[src/rtl/cdcacm_pkg.sv]
package cdcacm_pkg;

	localparam int unsigned MAX_CONFIG_BYTES_DEF = 512;

	localparam logic [7:0] DESC_INTERFACE = 8'h04;
	localparam logic [7:0] DESC_ENDPOINT  = 8'h05;
	localparam logic [7:0] IF_MIN_LEN     = 8'd9;
	localparam logic [7:0] EP_MIN_LEN     = 8'd7;
	localparam logic [7:0] DESC_MIN_LEN   = 8'd2;

	localparam logic [7:0] CLASS_COMM     = 8'h02;
	localparam logic [7:0] SUBCLASS_ACM   = 8'h02;
	localparam logic [7:0] PROTOCOL_AT    = 8'h01;
	localparam logic [7:0] CLASS_DATA     = 8'h0A;

	localparam logic [1:0] XFER_BULK      = 2'b10;
	localparam int unsigned EP_DIR_BIT    = 7;
	localparam logic [15:0] MPS_DEFAULT   = 16'd64;
	localparam logic [7:0] NO_INTERFACE   = 8'hFF;

	typedef struct packed {
		logic [7:0] data_byte;
		logic       last_byte;
	} in_item_t;

	typedef struct packed {
		logic        found;
		logic [7:0]  comm_interface;
		logic [7:0]  in_endpoint;
		logic [15:0] in_max_packet;
		logic [7:0]  out_endpoint;
		logic [15:0] out_max_packet;
	} result_t;

	// One complete descriptor, reported in the cycle its final byte is taken.
	typedef struct packed {
		logic            done;
		logic [7:0]      kind;
		logic [7:0]      len;
		logic [5:0][7:0] cap;
	} desc_evt_t;

endpackage

[src/rtl/usb_cdc_acm_descriptor_scanner.sv]
// Scans a USB configuration descriptor set, one byte per transaction, for a CDC-ACM
// function. Bytes enter an input register and are processed from there, so a byte
// can be taken every clock unless the input stalls. One result transaction follows
// each byte marked last_byte. It carries the first ACM communications interface and
// the last bulk IN and bulk OUT endpoints of the first data interface at alternate
// setting 0. The result is loaded into the output register when that byte leaves the
// input register. The output register lets the next set stream in while a result
// waits; only a last_byte that finds the previous result still untaken stalls the input.
// After each result the scanner is clear for a new set. Bytes beyond MAX_CONFIG_BYTES
// in one set are ignored, but a last_byte mark on one of them still ends the set.
module usb_cdc_acm_descriptor_scanner #(
	parameter int unsigned MAX_CONFIG_BYTES = cdcacm_pkg::MAX_CONFIG_BYTES_DEF
) (
	input  logic                 clk,
	input  logic                 arst_n,
	input  logic                 byte_valid,
	output logic                 byte_ready,
	input  cdcacm_pkg::in_item_t byte_item,
	output logic                 result_valid,
	input  logic                 result_ready,
	output cdcacm_pkg::result_t  result
);

	logic                  valid_s1;
	cdcacm_pkg::in_item_t  item_s1;
	logic                  advance;
	logic                  result_valid_q;
	cdcacm_pkg::result_t   result_q;
	cdcacm_pkg::result_t   result_nxt;
	cdcacm_pkg::desc_evt_t evt;

	// Only a last byte needs the output register to be free.
	assign advance    = valid_s1 && (!item_s1.last_byte || !result_valid_q || result_ready);
	assign byte_ready = !valid_s1 || advance;

	always_ff @(posedge clk or negedge arst_n) begin
		if (!arst_n) begin
			valid_s1 <= 1'b0;
		end else if (byte_ready) begin
			valid_s1 <= byte_valid;
		end
	end

	always_ff @(posedge clk) begin
		if (byte_ready && byte_valid) begin
			item_s1 <= byte_item;
		end
	end

	cdcacm_framer #(
		.MAX_CONFIG_BYTES(MAX_CONFIG_BYTES)
	) u_framer (
		.clk       (clk),
		.arst_n    (arst_n),
		.step      (advance),
		.data_byte (item_s1.data_byte),
		.last_byte (item_s1.last_byte),
		.evt       (evt)
	);

	cdcacm_picker u_picker (
		.clk       (clk),
		.arst_n    (arst_n),
		.step      (advance),
		.last_byte (item_s1.last_byte),
		.evt       (evt),
		.result    (result_nxt)
	);

	always_ff @(posedge clk or negedge arst_n) begin
		if (!arst_n) begin
			result_valid_q <= 1'b0;
		end else if (advance && item_s1.last_byte) begin
			result_valid_q <= 1'b1;
		end else if (result_ready) begin
			result_valid_q <= 1'b0;
		end
	end

	always_ff @(posedge clk) begin
		if (advance && item_s1.last_byte) begin
			result_q <= result_nxt;
		end
	end

	assign result_valid = result_valid_q;
	assign result       = result_q;

	a_found_consistent: assert property (@(posedge clk) disable iff (!arst_n)
		result_valid && result.found |->
		(result.comm_interface != cdcacm_pkg::NO_INTERFACE) &&
		(result.in_endpoint != 8'd0) && (result.out_endpoint != 8'd0))
		else $error("found set without all three picks");

	a_in_pair: assert property (@(posedge clk) disable iff (!arst_n)
		result_valid |-> ((result.in_endpoint == 8'd0) == (result.in_max_packet == 16'd0)))
		else $error("bulk IN address and packet size disagree");

	a_dir_bits: assert property (@(posedge clk) disable iff (!arst_n)
		result_valid |-> !result.out_endpoint[cdcacm_pkg::EP_DIR_BIT] &&
		((result.in_endpoint == 8'd0) || result.in_endpoint[cdcacm_pkg::EP_DIR_BIT]))
		else $error("endpoint pick has the wrong direction");

endmodule

[src/rtl/cdcacm_framer.sv]
module cdcacm_framer #(
	parameter int unsigned MAX_CONFIG_BYTES = cdcacm_pkg::MAX_CONFIG_BYTES_DEF
) (
	input  logic                  clk,
	input  logic                  arst_n,
	input  logic                  step,
	input  logic [7:0]            data_byte,
	input  logic                  last_byte,
	output cdcacm_pkg::desc_evt_t evt
);

	localparam int unsigned CNT_W = $clog2(MAX_CONFIG_BYTES + 1);
	localparam logic [CNT_W-1:0] CNT_MAX = CNT_W'(MAX_CONFIG_BYTES);

	logic [CNT_W-1:0] cnt_q, cnt_nxt;
	logic [7:0]       idx_q, idx_nxt;
	logic [7:0]       len_q, len_nxt;
	logic [7:0]       kind_q, kind_nxt;
	logic             stopped_q, stopped_nxt;
	logic [5:0][7:0]  cap_q, cap_nxt;
	logic             in_bound;
	logic             take;
	logic             at_end;

	assign in_bound = cnt_q < CNT_MAX;
	assign take     = step && in_bound && !stopped_q;
	assign at_end   = ({1'b0, idx_q} + 9'd1) == {1'b0, len_q};

	always_comb begin
		cnt_nxt     = cnt_q;
		idx_nxt     = idx_q;
		len_nxt     = len_q;
		kind_nxt    = kind_q;
		stopped_nxt = stopped_q;
		cap_nxt     = cap_q;
		if (step && in_bound) begin
			cnt_nxt = cnt_q + CNT_W'(1);
		end
		if (take) begin
			if (idx_q == 8'd0) begin
				if (data_byte < cdcacm_pkg::DESC_MIN_LEN) begin
					stopped_nxt = 1'b1;
				end else begin
					len_nxt = data_byte;
					cap_nxt = '0;
					idx_nxt = 8'd1;
				end
			end else begin
				if (idx_q == 8'd1) begin
					kind_nxt = data_byte;
				end else if (idx_q <= 8'd7) begin
					cap_nxt[3'(idx_q - 8'd2)] = data_byte;
				end
				idx_nxt = at_end ? 8'd0 : idx_q + 8'd1;
			end
		end
	end

	always_comb begin
		evt.done = take && (idx_q != 8'd0) && at_end;
		evt.kind = kind_nxt;
		evt.len  = len_q;
		evt.cap  = cap_nxt;
	end

	always_ff @(posedge clk or negedge arst_n) begin
		if (!arst_n) begin
			cnt_q     <= '0;
			idx_q     <= '0;
			len_q     <= '0;
			kind_q    <= '0;
			stopped_q <= 1'b0;
			cap_q     <= '0;
		end else if (step && last_byte) begin
			// The set is finished: start clean for the next one.
			cnt_q     <= '0;
			idx_q     <= '0;
			len_q     <= '0;
			kind_q    <= '0;
			stopped_q <= 1'b0;
			cap_q     <= '0;
		end else if (step) begin
			cnt_q     <= cnt_nxt;
			idx_q     <= idx_nxt;
			len_q     <= len_nxt;
			kind_q    <= kind_nxt;
			stopped_q <= stopped_nxt;
			cap_q     <= cap_nxt;
		end
	end

	a_cnt_bounded: assert property (@(posedge clk) disable iff (!arst_n)
		cnt_q <= CNT_MAX)
		else $error("byte counter ran past the size bound");

	a_stop_holds: assert property (@(posedge clk) disable iff (!arst_n)
		stopped_q && !(step && last_byte) |=> stopped_q)
		else $error("scan restarted before the end of the set");

endmodule

[src/rtl/cdcacm_picker.sv]
module cdcacm_picker (
	input  logic                  clk,
	input  logic                  arst_n,
	input  logic                  step,
	input  logic                  last_byte,
	input  cdcacm_pkg::desc_evt_t evt,
	output cdcacm_pkg::result_t   result
);

	logic [7:0]  cur_if_q, cur_if_nxt;
	logic [7:0]  cur_alt_q, cur_alt_nxt;
	logic [7:0]  cur_class_q, cur_class_nxt;
	logic [7:0]  cur_sub_q, cur_sub_nxt;
	logic [7:0]  cur_proto_q, cur_proto_nxt;
	logic [7:0]  comm_q, comm_nxt;
	logic [7:0]  data_if_q, data_if_nxt;
	logic [7:0]  in_addr_q, in_addr_nxt;
	logic [15:0] in_mps_q, in_mps_nxt;
	logic [7:0]  out_addr_q, out_addr_nxt;
	logic [15:0] out_mps_q, out_mps_nxt;
	logic [15:0] ep_mps;
	logic        is_if;
	logic        is_ep;

	assign is_if = evt.done && (evt.kind == cdcacm_pkg::DESC_INTERFACE) &&
		(evt.len >= cdcacm_pkg::IF_MIN_LEN);
	assign is_ep = evt.done && (evt.kind == cdcacm_pkg::DESC_ENDPOINT) &&
		(evt.len >= cdcacm_pkg::EP_MIN_LEN) &&
		(cur_if_q != cdcacm_pkg::NO_INTERFACE) && (cur_alt_q == 8'd0) &&
		(cur_if_q == data_if_q) && (cur_class_q == cdcacm_pkg::CLASS_DATA);
	assign ep_mps = ({evt.cap[3], evt.cap[2]} == 16'd0) ? cdcacm_pkg::MPS_DEFAULT :
		{evt.cap[3], evt.cap[2]};

	always_comb begin
		cur_if_nxt    = cur_if_q;
		cur_alt_nxt   = cur_alt_q;
		cur_class_nxt = cur_class_q;
		cur_sub_nxt   = cur_sub_q;
		cur_proto_nxt = cur_proto_q;
		comm_nxt      = comm_q;
		data_if_nxt   = data_if_q;
		in_addr_nxt   = in_addr_q;
		in_mps_nxt    = in_mps_q;
		out_addr_nxt  = out_addr_q;
		out_mps_nxt   = out_mps_q;
		if (is_if) begin
			cur_if_nxt    = evt.cap[0];
			cur_alt_nxt   = evt.cap[1];
			cur_class_nxt = evt.cap[3];
			cur_sub_nxt   = evt.cap[4];
			cur_proto_nxt = evt.cap[5];
			if ((evt.cap[3] == cdcacm_pkg::CLASS_COMM) &&
				(evt.cap[4] == cdcacm_pkg::SUBCLASS_ACM) &&
				(evt.cap[5] == cdcacm_pkg::PROTOCOL_AT) &&
				(comm_q == cdcacm_pkg::NO_INTERFACE)) begin
				comm_nxt = evt.cap[0];
			end
			if ((evt.cap[3] == cdcacm_pkg::CLASS_DATA) &&
				(data_if_q == cdcacm_pkg::NO_INTERFACE)) begin
				data_if_nxt = evt.cap[0];
			end
		end else if (is_ep && (evt.cap[1][1:0] == cdcacm_pkg::XFER_BULK)) begin
			if (evt.cap[0][cdcacm_pkg::EP_DIR_BIT]) begin
				in_addr_nxt = evt.cap[0];
				in_mps_nxt  = ep_mps;
			end else begin
				out_addr_nxt = evt.cap[0];
				out_mps_nxt  = ep_mps;
			end
		end
	end

	always_comb begin
		result.found = (comm_nxt != cdcacm_pkg::NO_INTERFACE) &&
			(in_addr_nxt != 8'd0) && (out_addr_nxt != 8'd0);
		result.comm_interface = comm_nxt;
		result.in_endpoint    = in_addr_nxt;
		result.in_max_packet  = in_mps_nxt;
		result.out_endpoint   = out_addr_nxt;
		result.out_max_packet = out_mps_nxt;
	end

	always_ff @(posedge clk or negedge arst_n) begin
		if (!arst_n) begin
			cur_if_q    <= cdcacm_pkg::NO_INTERFACE;
			cur_alt_q   <= '0;
			cur_class_q <= '0;
			cur_sub_q   <= '0;
			cur_proto_q <= '0;
			comm_q      <= cdcacm_pkg::NO_INTERFACE;
			data_if_q   <= cdcacm_pkg::NO_INTERFACE;
			in_addr_q   <= '0;
			in_mps_q    <= '0;
			out_addr_q  <= '0;
			out_mps_q   <= '0;
		end else if (step && last_byte) begin
			cur_if_q    <= cdcacm_pkg::NO_INTERFACE;
			cur_alt_q   <= '0;
			cur_class_q <= '0;
			cur_sub_q   <= '0;
			cur_proto_q <= '0;
			comm_q      <= cdcacm_pkg::NO_INTERFACE;
			data_if_q   <= cdcacm_pkg::NO_INTERFACE;
			in_addr_q   <= '0;
			in_mps_q    <= '0;
			out_addr_q  <= '0;
			out_mps_q   <= '0;
		end else if (step) begin
			cur_if_q    <= cur_if_nxt;
			cur_alt_q   <= cur_alt_nxt;
			cur_class_q <= cur_class_nxt;
			cur_sub_q   <= cur_sub_nxt;
			cur_proto_q <= cur_proto_nxt;
			comm_q      <= comm_nxt;
			data_if_q   <= data_if_nxt;
			in_addr_q   <= in_addr_nxt;
			in_mps_q    <= in_mps_nxt;
			out_addr_q  <= out_addr_nxt;
			out_mps_q   <= out_mps_nxt;
		end
	end

	a_data_if_once: assert property (@(posedge clk) disable iff (!arst_n)
		step && !last_byte && (data_if_q != cdcacm_pkg::NO_INTERFACE) |=>
		$stable(data_if_q))
		else $error("data interface changed after it was chosen");

endmodule
[config.mk]
export PLATFORM = sky130hd
export DESIGN_NAME = usb_cdc_acm_descriptor_scanner
export DESIGN_NICKNAME = d
export VERILOG_FILES = /design/src/rtl/cdcacm_pkg.sv /design/src/rtl/usb_cdc_acm_descriptor_scanner.sv /design/src/rtl/cdcacm_framer.sv /design/src/rtl/cdcacm_picker.sv
export SDC_FILE = /design/constraint.sdc
export NUM_CORES = 1
export LEC_CHECK = 0
export BUFFER_PORTS_ARGS = -buffer_cell sky130_fd_sc_hd__buf_4
export CORE_MARGIN = 3
export CORE_UTILIZATION = 66
export CTS_CLUSTER_SIZE = 16
export DETAILED_ROUTE_END_ITERATION = 6
export GPL_TIMING_DRIVEN = 0
export PLACE_DENSITY = 0.86
export SLEW_MARGIN = 20
export SYNTH_ARGS = -nofsm -noshare
export SYNTH_HDL_FRONTEND = slang
export SYNTH_SLANG_ARGS = --single-unit
[constraint.sdc]
create_clock -name clk -period 8.6 [get_ports clk]
set_clock_uncertainty 0.2 [all_clocks]
set_input_delay 0.86 -clock clk [delete_from_list [all_inputs] [get_ports clk]]
set_output_delay 0.86 -clock clk [all_outputs]
set_load 0.02 [all_outputs]
==> flow_summary.json <==
{
  "result_of_the_run": "completed",
  "yosysTopAreaCell": "sky130_fd_sc_hd__dfrtp_1",
  "yosysUniqueCellTypes": 79,
  "timing.critical_path.from_type": "register",
  "core-area_um2": 16800,
  "wirelength_um": 32600,
  "cts_tree": "done",
  "starting_drt_drc_count": 1154,
  "rsz0062_at_grt": "no",
  "pwr_density_cell_nw_per_um2": 232,
  "rows": 47,
  "floorplan.die.width_um": 138,
  "cap_viol_max_count": 0,
  "drc": 0,
  "clock_buffers_created_by_tritoncts": 25,
  "vdd_ir_drop_max_mv": 0.186,
  "worstPathBufferInverterCount": 2,
  "report.final.hold_viol_count": 0,
  "finish.net_count": 1138,
  "clock_insertion_delay_worst_skew_ns": 0.54,
  "net-switching-power_w": 0.00101,
  "synth_flop_cell": "sky130_fd_sc_hd__dfrtp_1",
  "fin_tns_setup_ns": 0,
  "critPathCaptureType": "register",
  "ant_nets": 0,
  "grt.total_usage": 0.344,
  "synth-async-reset-ratio": 0.724,
  "io_pins": 72,
  "ys_warn_count": 0,
  "ys_seq_area_frac": 0.554,
  "crit_path_cell_trace": "buf_2 > nor2_1 > nand4_1 > nor2_1 > o21ai_1 > a2111oi_2 > nand3_1 > nor2_4 > buf_6 > mux2_1",
  "clkSinkCount": 239,
  "p_leak_nw": 5.70,
  "largest_net_degree_at_the_start_of_global_routing": 99,
  "synth.net_count": 1038,
  "critPathTopFamily": "simple AND/OR/NAND/NOR gates",
  "worst_ep_required_time_ns": 8.66,
  "start_util": 0.683,
  "synth_enable_flop_cells": 66,
  "detail_route.wl_per_cell_um": 24.0,
  "io_buffer_count": 71,
  "routabilityCongestion": 1.01,
  "period_share": 0.534,
  "cts.repair_timing.setup_buffer_count": 0,
  "report.final.setup_viol": 0,
  "vias": 9411,
  "share_of_power_burned_in_the_clock_network": 0.326,
  "postSynthCellCount": 1021,
  "synth-seq-cells": 239,
  "clk_pin_slew_ns": 0.06,
  "power.share.combinational": 0.233,
  "die_area_um2": 19000,
  "finish.cell_count_without_fillers": 1360,
  "vias_per_cell": 6.92,
  "cts-htree-levels": 1,
  "path_common_cell": "sky130_fd_sc_hd__nor2_1",
  "max_slew_headroom": 0.315,
  "seq_power_share": 0.440,
  "gr-total-overflow": 0,
  "worst-path-max-fanout": 10,
  "p_int_w": 0.00202,
  "worst-slew-pin-transition_ns": 1.02,
  "post_synth_instance_area_um2": 11500,
  "ctsResizeCount": 0,
  "dpl.hpwl_um": 21300,
  "slowest_delay_ns": 0.68,
  "hold_path.class": "input port to async pin",
  "syn-mean-instance-area_um2": 11.2,
  "global_route_wire_length_before_repair_um": 50400,
  "switching_share": 0.333,
  "area_growth_from_synthesis_to_layout_pct": 14.0,
  "diodes": 0,
  "drive_gt1_frac": 0.216,
  "final.min_clock_period_ns": 4.59,
  "antenna_found_initial": 0,
  "detailedRoute.firstPassIterationCount": 6,
  "timing_worst_setup_path_type": "register to register",
  "timing.critical_path.arrival_ns": 4.65,
  "cts-hold-fix-buffers": 0,
  "placed_cells": 1314,
  "first_global_vias": 8973,
  "clockBufferDepth": 3,
  "post_synth_top_area_share": 0.326,
  "ctsRootBufferMaster": "sky130_fd_sc_hd__clkbuf_16",
  "critPathSlowestCell": "sky130_fd_sc_hd__a2111oi_2",
  "slew_viol_final": 0,
  "fmax_mhz": 218,
  "ranking_of_synthesized_cells_by_area": "sky130_fd_sc_hd__dfrtp_1 (33%), sky130_fd_sc_hd__edfxtp_1 (17%), sky130_fd_sc_hd__a22o_1 (6.7%)",
  "die_height_um": 138
}
-- power groups by stage --
| stage | combinational (W) | clock (W) | sequential (W) |
|---|---|---|---|
| 2_1_floorplan | 0.000458 | 0 | 0.00134 |
| 3_3_place_gp | 0.000655 | 0 | 0.00135 |
| 3_5_place_dp | 0.000675 | 0 | 0.00135 |
| 4_1_cts | 0.000686 | 0.000995 | 0.00133 |
| 5_1_grt | 0.000757 | 0.00104 | 0.00135 |
| 6_report | 0.000708 | 0.000990 | 0.00134 |
-- cells by family after synthesis --
kind of cell | after synthesis | synth area share
xor gates and xnor gates | 22 | 0.0168
and+or+nand+nor | 329 | 0.152
muxes | 68 | 0.0649
AOI/OAI and AO/OA | 273 | 0.171
adders and majority gates | 4 | 0.00437
buffers and inverters | 86 | 0.0374
DFF | 239 | 0.554
-- final timing paths --
check / from / end / slack (ns) / cells after the start
min reg2reg: u_picker.cur_class_q[0] / u_picker.cur_class_q[0] / 0.29 / 2
max reg2reg: u_framer.idx_q[5] / result[53] / 4.01 / 10
max: u_framer.idx_q[5] / result[53] / 4.01 / 10
max in group asynchronous: arst_n / u_picker.cur_if_q[0] / 7.18 / 2
min: arst_n / u_framer.cap_q[34] / 0.10 / 1
min in group clk: u_picker.cur_class_q[0] / u_picker.cur_class_q[0] / 0.29 / 2
-- metal layers --
metal,vias up,track usage,wire length [um]
li1,4028,-,-
met1,4588,0.482,12500
met2,675,0.529,15000
met5,-,0,0
met4,0,0.146,1560
met3,120,0.0705,3550
-- cells in the mapped netlist, drive strengths merged, types with 5 or more instances --
cell type / number
dfrtp: 149
nand2: 104
a22o: 87
nor2: 82
o21ai: 74
edfxtp: 66
mux2: 50
clkbuf: 38
buf: 35
a21oi: 32
dfstp: 24
nor4: 22
nand3: 20
nand4: 20
mux2i: 18
nor3: 18
a22oi: 12
and2: 12
inv: 12
o211ai: 12
xnor2: 11
xor2: 11
a31oi: 8
and3: 8
o22ai: 8
a211oi: 6
nor4b: 6
or4: 6
nor3b: 5
or3: 5
-- stage by stage --
stage | utilization | hold WS, ns | area (um2) | setup slack, ns | power, W
2_1_floorplan | - | 0.242 | 11500 | 4.56 | 0.00180
5_1_grt | 0.779 | 0.140 | 13100 | 3.75 | 0.00314
3_3_place_gp | 0.732 | 0.257 | 12300 | 3.26 | 0.00200
3_5_place_dp | 0.735 | 0.278 | 12300 | 3.90 | 0.00203
4_1_cts | 0.779 | 0.121 | 13100 | 4.11 | 0.00301
6_report | 0.779 | 0.104 | 13100 | 4.01 | 0.00303
-- flip-flops by register name, summed over array words and instances (netlist names), 9 cells and up --
| register | flops |
|---|---|
| result | 57 |
| u_framer.cap_q | 48 |
| u_picker.in_mps_q | 16 |
| u_picker.out_mps_q | 16 |
| u_framer.cnt_q | 10 |
| item_s1 | 9 |
-- layout by cell type, fill, tap and decap left out, types with 5 or more instances in the layout --
| cell | instances |
|---|---|
| sky130_fd_sc_hd__a211oi_1 | 6 |
| sky130_fd_sc_hd__a21oi_1 | 32 |
| sky130_fd_sc_hd__a22o_1 | 87 |
| sky130_fd_sc_hd__a22oi_1 | 12 |
| sky130_fd_sc_hd__a31oi_1 | 7 |
| sky130_fd_sc_hd__and2_1 | 12 |
| sky130_fd_sc_hd__and3_1 | 8 |
| sky130_fd_sc_hd__buf_2 | 21 |
| sky130_fd_sc_hd__buf_4 | 73 |
| sky130_fd_sc_hd__buf_6 | 9 |
| sky130_fd_sc_hd__clkbuf_1 | 42 |
| sky130_fd_sc_hd__clkbuf_16 | 25 |
| sky130_fd_sc_hd__clkinv_2 | 8 |
| sky130_fd_sc_hd__dfrtp_1 | 149 |
| sky130_fd_sc_hd__dfstp_2 | 24 |
| sky130_fd_sc_hd__edfxtp_1 | 66 |
| sky130_fd_sc_hd__inv_1 | 12 |
| sky130_fd_sc_hd__mux2_2 | 48 |
| sky130_fd_sc_hd__mux2i_1 | 18 |
| sky130_fd_sc_hd__nand2_1 | 103 |
| sky130_fd_sc_hd__nand3_1 | 20 |
| sky130_fd_sc_hd__nand4_1 | 19 |
| sky130_fd_sc_hd__nor2_1 | 80 |
| sky130_fd_sc_hd__nor3_1 | 14 |
| sky130_fd_sc_hd__nor4_1 | 17 |
| sky130_fd_sc_hd__o211ai_1 | 12 |
| sky130_fd_sc_hd__o21ai_0 | 70 |
| sky130_fd_sc_hd__o22ai_1 | 8 |
| sky130_fd_sc_hd__or3_1 | 5 |
| sky130_fd_sc_hd__xnor2_1 | 11 |
| sky130_fd_sc_hd__xor2_1 | 11 |
-- final cells by class --
class                   count  area (um2)
plain buffers              73         383
clock buffers              30         644
clock inverters            16        95.1
fillers                  1020        3700
inverters                  13        48.8
multi-input cells         696        4680
flip-flops and latches    239        6340
well taps                 220         275
repair buffers             73         588
-- worst register-to-register path: cells and delay by family, from the launching register on --
family | cells | cell delay [ns]
buffers and inverters | 2 | 0.36
AND/OR/NAND/NOR | 5 | 2.01
AO/OA/AOI/OAI | 2 | 1.04
multiplexers | 1 | 0.32
flip-flops | 1 | 0.37
Note: power is estimated with default switching activity, not from simulation.
